==> config.mk <==
export PLATFORM = sky130hd
export DESIGN_NAME = multi_axis_bresenham_stepper
export DESIGN_NICKNAME = d
export VERILOG_FILES = /design/src/rtl/bhs_pkg.sv /design/src/rtl/bhs_axis.sv /design/src/rtl/bhs_seq.sv /design/src/rtl/multi_axis_bresenham_stepper.sv
export SDC_FILE = /design/constraint.sdc
export NUM_CORES = 2
export LEC_CHECK = 0
export BUFFER_PORTS_ARGS = -buffer_cell sky130_fd_sc_hd__clkbuf_2
export CAP_MARGIN = 20
export CORE_MARGIN = 10
export CORE_UTILIZATION = 50
export CTS_BUF_LIST = sky130_fd_sc_hd__clkbuf_2 sky130_fd_sc_hd__clkbuf_4 sky130_fd_sc_hd__clkbuf_8
export DETAILED_ROUTE_END_ITERATION = 8
export PLACE_DENSITY = 0.68
export SKIP_CTS_REPAIR_TIMING = 1
export SYNTH_ARGS = -nofsm -noshare
export SYNTH_HDL_FRONTEND = slang
export SYNTH_SLANG_ARGS = --single-unit
export TNS_END_PERCENT = 1
==> constraint.sdc <==
create_clock -name clk -period 10 [get_ports clk]
set_input_delay 1 -clock clk [delete_from_list [all_inputs] [get_ports clk]]
set_output_delay 1 -clock clk [all_outputs]
set_load 0.02 [all_outputs]
==> src/rtl/bhs_pkg.sv <==
// Shared constants, opcodes and control structs for the Bresenham step interpolator.
package bhs_pkg;

  localparam int AXES       = 4;
  localparam int AXIS_W     = 2;
  localparam int MAX_AXES   = 8;
  localparam int STEPS_W    = 32;
  localparam int CNT_W      = 31;
  localparam int ERR_W      = 32;
  localparam int PERIOD_W   = 20;
  localparam int MIN_PERIOD = 50;

  localparam logic [PERIOD_W-1:0] PERIOD_RESET = PERIOD_W'(1000);

  localparam int IN_TDATA_W  = 40;
  localparam int OUT_TDATA_W = 16;

  typedef enum logic [1:0] {
    OP_LOAD  = 2'd0,
    OP_START = 2'd1,
    OP_TICK  = 2'd2,
    OP_ABORT = 2'd3
  } op_t;

  // Broadcast from the sequencer to every axis unit.
  typedef struct packed {
    logic             start;
    logic             step;
    logic [CNT_W-1:0] lead;
  } axis_ctl_t;

  // Sequencer status toward the top level.
  typedef struct packed {
    logic running;
    logic step;
    logic busy;
    logic done;
  } seq_stat_t;

endpackage

==> src/rtl/bhs_axis.sv <==
// One axis: stored count, direction, remaining steps and Bresenham error term.
module bhs_axis (
  input  logic                       clk,
  input  logic                       rst_n,
  input  logic                       load_en,
  input  logic [bhs_pkg::STEPS_W-1:0] load_steps,
  input  bhs_pkg::axis_ctl_t         ctl,
  output logic [bhs_pkg::CNT_W-1:0]  total,
  output logic                       neg_nxt,
  output logic                       pulse
);

  logic [bhs_pkg::CNT_W-1:0]   total_r, total_nxt;
  logic [bhs_pkg::CNT_W-1:0]   remain_r, remain_nxt;
  logic                        neg_r;
  logic [bhs_pkg::ERR_W-1:0]   err_r, err_nxt;
  logic [bhs_pkg::STEPS_W-1:0] mag_full;
  logic [bhs_pkg::CNT_W-1:0]   mag;
  logic [bhs_pkg::ERR_W:0]     sum;
  logic [bhs_pkg::ERR_W+1:0]   diff;
  logic                        hit;

  always_comb begin
    mag_full = load_steps[bhs_pkg::STEPS_W-1] ? (~load_steps + 1'b1) : load_steps;
    // Most negative count saturates to the largest magnitude
    mag = mag_full[bhs_pkg::STEPS_W-1] ? {bhs_pkg::CNT_W{1'b1}}
                                         : mag_full[bhs_pkg::CNT_W-1:0];
    sum  = {1'b0, err_r} + {2'b00, total_r};
    diff = {1'b0, sum} - {3'b000, ctl.lead};
    hit  = (remain_r != '0) && !diff[bhs_pkg::ERR_W+1];

    total_nxt  = total_r;
    neg_nxt    = neg_r;
    remain_nxt = remain_r;
    err_nxt    = err_r;
    if (load_en) begin
      total_nxt = mag;
      neg_nxt   = load_steps[bhs_pkg::STEPS_W-1];
    end
    if (ctl.start) begin
      err_nxt    = {2'b00, ctl.lead[bhs_pkg::CNT_W-1:1]};
      remain_nxt = total_r;
    end else if (ctl.step && (remain_r != '0)) begin
      if (hit) begin
        err_nxt    = diff[bhs_pkg::ERR_W-1:0];
        remain_nxt = remain_r - 1'b1;
      end else begin
        err_nxt = sum[bhs_pkg::ERR_W-1:0];
      end
    end
    pulse = ctl.step && hit;
  end

  always_ff @(posedge clk) begin
    if (!rst_n) begin
      total_r  <= '0;
      remain_r <= '0;
      neg_r    <= 1'b0;
      err_r    <= '0;
    end else begin
      total_r  <= total_nxt;
      remain_r <= remain_nxt;
      neg_r    <= neg_nxt;
      err_r    <= err_nxt;
    end
  end

  assign total = total_r;

endmodule

==> src/rtl/bhs_seq.sv <==
// Move sequencer: lead search, step period countdown and lead progress.
module bhs_seq (
  input  logic                                   clk,
  input  logic                                   rst_n,
  input  logic                                   fire,
  input  bhs_pkg::op_t                           op,
  input  logic [bhs_pkg::AXES-1:0][bhs_pkg::CNT_W-1:0] totals,
  input  logic [bhs_pkg::PERIOD_W-1:0]           period,
  output bhs_pkg::axis_ctl_t                     ctl,
  output bhs_pkg::seq_stat_t                     stat
);

  logic                           running_r, running_nxt;
  logic [bhs_pkg::CNT_W-1:0]      lead_r, lead_nxt;
  logic [bhs_pkg::CNT_W-1:0]      progress_r, progress_nxt;
  logic [bhs_pkg::PERIOD_W-1:0]   countdown_r, countdown_nxt;
  logic [bhs_pkg::PERIOD_W-1:0]   eff_period;
  logic [bhs_pkg::CNT_W-1:0]      progress_inc;
  logic [bhs_pkg::MAX_AXES-1:0][bhs_pkg::CNT_W-1:0]   lvl0;
  logic [bhs_pkg::MAX_AXES/2-1:0][bhs_pkg::CNT_W-1:0] lvl1;
  logic [bhs_pkg::MAX_AXES/4-1:0][bhs_pkg::CNT_W-1:0] lvl2;
  logic [bhs_pkg::CNT_W-1:0]      max_total;
  logic                           go, stop, step, done;

  // Pairwise max tree over the stored totals
  always_comb begin
    lvl0 = '0;
    for (int i = 0; i < bhs_pkg::AXES; i++) begin
      lvl0[i] = totals[i];
    end
    for (int i = 0; i < bhs_pkg::MAX_AXES / 2; i++) begin
      lvl1[i] = (lvl0[2*i] > lvl0[2*i+1]) ? lvl0[2*i] : lvl0[2*i+1];
    end
    for (int i = 0; i < bhs_pkg::MAX_AXES / 4; i++) begin
      lvl2[i] = (lvl1[2*i] > lvl1[2*i+1]) ? lvl1[2*i] : lvl1[2*i+1];
    end
    max_total = (lvl2[0] > lvl2[1]) ? lvl2[0] : lvl2[1];
  end

  always_comb begin
    eff_period   = (period < bhs_pkg::PERIOD_W'(bhs_pkg::MIN_PERIOD))
                 ? bhs_pkg::PERIOD_W'(bhs_pkg::MIN_PERIOD) : period;
    progress_inc = progress_r + 1'b1;
    go   = fire && (op == bhs_pkg::OP_START) && (max_total != '0);
    stop = fire && ((op == bhs_pkg::OP_ABORT) ||
                    ((op == bhs_pkg::OP_START) && (max_total == '0)));
    step = fire && (op == bhs_pkg::OP_TICK) && running_r && (countdown_r == '0);
    done = step && (progress_inc == lead_r);

    running_nxt   = running_r;
    lead_nxt      = lead_r;
    progress_nxt  = progress_r;
    countdown_nxt = countdown_r;
    if (go) begin
      running_nxt   = 1'b1;
      lead_nxt      = max_total;
      progress_nxt  = '0;
      countdown_nxt = '0;
    end else if (stop) begin
      running_nxt = 1'b0;
    end else if (fire && (op == bhs_pkg::OP_TICK) && running_r) begin
      if (countdown_r != '0) begin
        countdown_nxt = countdown_r - 1'b1;
      end else begin
        progress_nxt = progress_inc;
        if (done) begin
          running_nxt = 1'b0;
        end else begin
          countdown_nxt = eff_period - 1'b1;
        end
      end
    end

    ctl.start    = go;
    ctl.step     = step;
    ctl.lead     = go ? max_total : lead_r;
    stat.running = running_r;
    stat.step    = step;
    stat.busy    = running_nxt;
    stat.done    = done;
  end

  always_ff @(posedge clk) begin
    if (!rst_n) begin
      running_r   <= 1'b0;
      lead_r      <= '0;
      progress_r  <= '0;
      countdown_r <= '0;
    end else begin
      running_r   <= running_nxt;
      lead_r      <= lead_nxt;
      progress_r  <= progress_nxt;
      countdown_r <= countdown_nxt;
    end
  end

endmodule

==> src/rtl/multi_axis_bresenham_stepper.sv <==
// All axes update an item in parallel between the input register and the result register.
// Throughput: one item per cycle while the result register is empty or taken.
// Input register and result register both advance when the result register is empty or taken.
// Reset (rst_n low, synchronous): move idle, all axis counts and errors zero, step_period 1000.
// Registers and counts are ready in the cycle after reset is released; no clearing pass.
module multi_axis_bresenham_stepper (
  input  logic                               clk,
  input  logic                               rst_n,
  input  logic                               in_tvalid,
  output logic                               in_tready,
  input  logic [bhs_pkg::IN_TDATA_W-1:0]     in_tdata,   // axis[1:0], steps[33:2], zero pad
  input  logic [1:0]                         in_tuser,   // op[1:0]
  output logic                               out_tvalid,
  input  logic                               out_tready,
  output logic [bhs_pkg::OUT_TDATA_W-1:0]    out_tdata,  // step_mask[3:0], dir_mask[7:4],
                                                         // busy_res[8], zero pad
  output logic                               out_tlast,  // done_res
  input  logic                               cfg_we,
  input  logic [bhs_pkg::PERIOD_W-1:0]       cfg_wdata   // step_period
);

  logic                                 in_valid_r;
  bhs_pkg::op_t                         op_r;
  logic [bhs_pkg::AXIS_W-1:0]           axis_r;
  logic [bhs_pkg::STEPS_W-1:0]          steps_r;
  logic [bhs_pkg::PERIOD_W-1:0]         period_r;
  logic                                 out_valid_r;
  logic [bhs_pkg::AXES-1:0]             step_mask_r, dir_mask_r;
  logic                                 busy_r, done_r;
  logic                                 fire;
  bhs_pkg::axis_ctl_t                   ctl;
  bhs_pkg::seq_stat_t                   stat;
  logic [bhs_pkg::AXES-1:0][bhs_pkg::CNT_W-1:0] totals;
  logic [bhs_pkg::AXES-1:0]             pulses, dir_nxt, load_en;

  assign fire      = in_valid_r && (!out_valid_r || out_tready);
  assign in_tready = !in_valid_r || fire;

  always_ff @(posedge clk) begin
    if (!rst_n) begin
      in_valid_r <= 1'b0;
    end else if (in_tready) begin
      in_valid_r <= in_tvalid;
    end
  end

  always_ff @(posedge clk) begin
    if (in_tready && in_tvalid) begin
      op_r    <= bhs_pkg::op_t'(in_tuser);
      axis_r  <= in_tdata[bhs_pkg::AXIS_W-1:0];
      steps_r <= in_tdata[bhs_pkg::AXIS_W +: bhs_pkg::STEPS_W];
    end
  end

  always_ff @(posedge clk) begin
    if (!rst_n) begin
      period_r <= bhs_pkg::PERIOD_RESET;
    end else if (cfg_we) begin
      period_r <= cfg_wdata;
    end
  end

  bhs_seq u_seq (
    .clk    (clk),
    .rst_n  (rst_n),
    .fire   (fire),
    .op     (op_r),
    .totals (totals),
    .period (period_r),
    .ctl    (ctl),
    .stat   (stat)
  );

  for (genvar g = 0; g < bhs_pkg::AXES; g++) begin : g_axis
    // Drop loads while a move runs so the move keeps its counts
    assign load_en[g] = fire && (op_r == bhs_pkg::OP_LOAD) && !stat.running &&
                        (axis_r == bhs_pkg::AXIS_W'(g));

    bhs_axis u_axis (
      .clk        (clk),
      .rst_n      (rst_n),
      .load_en    (load_en[g]),
      .load_steps (steps_r),
      .ctl        (ctl),
      .total      (totals[g]),
      .neg_nxt    (dir_nxt[g]),
      .pulse      (pulses[g])
    );
  end

  always_ff @(posedge clk) begin
    if (!rst_n) begin
      out_valid_r <= 1'b0;
    end else if (fire) begin
      out_valid_r <= 1'b1;
    end else if (out_tready) begin
      out_valid_r <= 1'b0;
    end
  end

  always_ff @(posedge clk) begin
    if (fire) begin
      step_mask_r <= pulses;
      dir_mask_r  <= dir_nxt;
      busy_r      <= stat.busy;
      done_r      <= stat.done;
    end
  end

  assign out_tvalid = out_valid_r;
  assign out_tdata  = bhs_pkg::OUT_TDATA_W'({busy_r, dir_mask_r, step_mask_r});
  assign out_tlast  = done_r;

  // Pulses only come from a lead step
  a_pulse_on_step: assert property (@(posedge clk) disable iff (!rst_n)
    (pulses != '0) |-> stat.step)
    else $error("axis pulse without lead step");

  // Completion ends the move in the same transfer
  a_done_idle: assert property (@(posedge clk) disable iff (!rst_n)
    stat.done |-> !stat.busy)
    else $error("move done but still busy");

  // A lead step needs a running move and a tick
  a_step_running: assert property (@(posedge clk) disable iff (!rst_n)
    stat.step |-> (stat.running && fire && (op_r == bhs_pkg::OP_TICK)))
    else $error("lead step outside a running move");

  // A completed move leaves the sequencer idle
  a_idle_after_done: assert property (@(posedge clk) disable iff (!rst_n)
    stat.done |=> !stat.running)
    else $error("sequencer running after completion");

endmodule
==> load_flow_metrics.sql <==
INSERT INTO impl_metrics (metric_group, metric, value, unit) VALUES
('outcome', 'status', 'completed', ''),
('power', 'p_clk_share', '24.8', '%'),
('yosys', 'sequential_to_total_area_share_from_yosys_stat', '27.5', '%'),
('setup_path', 'data_arrival_critical_path', '10.19', 'ns'),
('placed_design', 'io_buffers', '72', ''),
('die', 'dieHeight', '304', 'µm'),
('drt', 'via_count', '40867', ''),
('clocking', 'clk_pin_slew', '0.06', 'ns'),
('yosys', 'post_synth_inst_count', '4983', ''),
('drt', 'detail_route.vias_per_cell', '6.32', ''),
('placed_design', 'gp_congestion', '1.02', ''),
('setup_path', 'critPathMostFrequentCell', 'buf_4', ''),
('setup_path', 'critical_path.endpoint', 'g_axis[3].u_axis.remain_r[13]', ''),
('yosys', 'synth-seq-cells', '531', ''),
('yosys', 'synth-main-ff-cell', 'dfxtp_1', ''),
('clocking', 'cts.path.max_buffers', '3', ''),
('power', 'part_of_the_total_power_dissipated_in_sequential_elements', '24.8', '%'),
('min_path', 'holdCritPathClass', 'in2reg', ''),
('setup_path', 'worst-path-max-fanout', '25', ''),
('sta', 'worst_pin_slew', '1.19', 'ns'),
('global_route', 'grtUsageMet3', '6.46', '%'),
('setup_path', 'cp_num_cells', '40', ''),
('drt', 'routedWlPerCell', '24.1', 'µm'),
('global_route', 'global_route_wire_length_before_repair', '233000', 'µm'),
('drt', 'detail_route.iter0.violations', '4115', ''),
('clocking', 'cts-buffers-inserted', '99', ''),
('sta', 'drv_slew', '0', ''),
('sta', 'minimum_clock_period_after_layout', '9.57', 'ns'),
('min_path', 'timing.hold.worst_path_depth', '1', ''),
('clocking', 'clock_insertion_delay_worst_skew', '0.76', 'ns'),
('sta', 'finalSetupViolCount', '0', ''),
('yosys', 'post_synth_most_frequent_cells', '549 x nor2_1, 485 x dfxtp_1, 422 x a21oi_1', ''),
('global_route', 'via_count_of_the_first_global_routing_pass', '37714', ''),
('clocking', 'root_buffer', 'clkbuf_8', ''),
('clocking', 'cts.sink_count', '531', ''),
('yosys', 'synth.most_common_cell', 'nor2_1', ''),
('yosys', 'synthDistinctLibCells', '87', ''),
('power', 'p_comb_share', '50.4', '%'),
('clocking', 'clock_tree.htree_level_count', '3', ''),
('setup_path', 'rr_endpoint', 'g_axis[3].u_axis.remain_r[13]', ''),
('die', 'pin_count', '86', ''),
('sta', 'final.setup.tns', '0', 'ns'),
('cells_and_area', 'design.final.nets', '5751', ''),
('die', 'standard_cell_row_count', '104', ''),
('setup_path', 'minimum_setup_slack_among_reg_to_reg_paths', '0.43', 'ns'),
('cells_and_area', 'layout-drive-gt1-share', '15.6', '%'),
('setup_path', 'worst-endpoint-required', '10.62', 'ns'),
('setup_path', 'setup.worst_path.start_class', 'flip-flop', ''),
('power', 'pwr_density_cell', '200', 'nW/µm²'),
('cells_and_area', 'syn2layout_area_growth', '15.5', '%'),
('yosys', 'synth_enable_flop_cells', '46', ''),
('yosys', 'synthesized_area_divided_by_synthesized_cell_count', '8.08', 'µm²'),
('drt', 'drc', '0', ''),
('flow_run', 'reported_max_cap_violation_count', '0', ''),
('global_route', 'initial_antenna_violation_count', '11', ''),
('power', 'irDropWorstVdd', '0.201', 'mV'),
('setup_path', 'r2r.worst_path.cells', '40', ''),
('global_route', 'grtUsageTotal', '32.2', '%'),
('die', 'core_area', '80200', 'µm²'),
('drt', 'detail_route.wirelength', '156000', 'µm'),
('sta', 'fin_crit_sh', '95.7', '%'),
('sta', 'timing.clock.skew', '0.0479', 'ns'),
('global_route', 'global_route.usage.met2', '48.9', '%'),
('power', 'design_internal_power', '5.50', 'mW'),
('drt', 'remaining_antenna_violation_count', '0', ''),
('setup_path', 'worst_r2r_startpoint', 'g_axis[0].u_axis.total[29]', ''),
('power', 'switching_share', '40.9', '%'),
('setup_path', 'critPathTopFamily', 'simple AND/OR/NAND/NOR gates', ''),
('sta', 'slew_headroom', '19.7', '%'),
('power', 'total_power', '9.31', 'mW'),
('placed_design', 'post-dp-hpwl', '118000', 'µm');
==> how the worst min path moves through the flow <==
stage,start,to,slack (ns)
2_1_floorplan,u_seq.countdown_r[9],u_seq.countdown_r[9],0.44
3_3_place_gp,u_seq.countdown_r[9],u_seq.countdown_r[9],0.46
3_5_place_dp,g_axis[3].u_axis.remain_r[5],g_axis[3].u_axis.remain_r[5],0.47
4_1_cts,in_tuser[1],op_r[1],0.39
5_1_grt,in_tuser[1],op_r[1],0.41
6_report,in_tdata[0],axis_r[0],0.43
==> logic make-up after synthesis <==
logic type      Yosys count  share of synthesized area, %
other cells               1                       0.00931
flops                   531                          27.5
fa+ha+maj               355                          11.2
simple gates           1560                          18.8
mux                     165                          4.24
buf+inv                 394                          3.88
compound gates         1590                          26.0
xor+xnor                387                          8.42
==> power groups by stage <==
stage | logic (mW) | registers, mW | clock network [mW]
floorplan | 2.97 | 2.34 | 0
global placement | 4.50 | 2.35 | 0
detailed placement | 4.52 | 2.36 | 0
CTS | 4.55 | 2.31 | 2.33
global route | 5.03 | 2.32 | 2.42
finish | 4.69 | 2.31 | 2.31
==> metrics by stage <==
step                      setup WS, ns  area [µm²]  instances
after floorplan                  0.697       40300       4989
after global placement           0.625       44300       6284
after detailed placement         0.300       44300       6284
after CTS                        0.253       46400       6462
after global routing            0.0179       46500       6468
final                            0.428       46500       6469
==> sequential cells by signal, summed over array words and instances, names as in the netlist, 2 cells and up <==
signal / cells
period_r: 20
g_axis.u_axis.total: 124
g_axis.u_axis.neg_r: 4
dir_mask_r: 4
u_seq.lead_r: 31
g_axis.u_axis.err_r: 128
u_seq.countdown_r: 20
op_r: 2
g_axis.u_axis.remain_r: 124
step_mask_r: 4
u_seq.progress_r: 31
steps_r: 32
axis_r: 2
==> per-layer routing <==
metal / vias to the layer above / share of wire (%)
met5: - / 0.051
met4: 14 / 7.1
met3: 508 / 9.3
met2: 1789 / 42
met1: 19373 / 41
li1: 19183 / -
==> placed cells by master, fill, tap and decap left out, drive strengths merged, types with 25 or more instances in the layout <==
master  synthesis  routed
nand4          69      69
o311ai         25      25
inv           154     157
nand2b         58      58
ha            347     347
or3            60      60
xor2          118     118
o21a           71      71
nand3          89      89
a31oi          42      42
xnor2         269     269
or4            33      33
and3           43      43
buf            47     408
nor2          560     560
mux2           44      44
o21ai         379     379
o221a          27      27
edfxtp         46      46
o21bai         29      29
a21o          120     120
and2           31      31
nand2         298     298
a211oi        227     227
nor2b          49      49
clkinv          0      25
clkbuf        193     214
o211ai         46      46
dfxtp         485     485
nor3          111     111
a21oi         423     423
mux2i         121     121
nor4           93      93
o31ai          32      32
==> layout make-up <==
| class | instances | area, µm² |
|---|---|---|
| Fill cell | 7492 | 33600 |
| Multi-Input combinational cell | 4064 | 27800 |
| Sequential cell | 531 | 11100 |
| Timing Repair Buffer | 479 | 3610 |
| Clock buffer | 143 | 1790 |
| Tap cell | 1060 | 1330 |
| Inverter | 154 | 586 |
| Clock inverter | 35 | 308 |
| Antenna cell | 3 | 7.51 |
(Power assumes the default switching activity.)
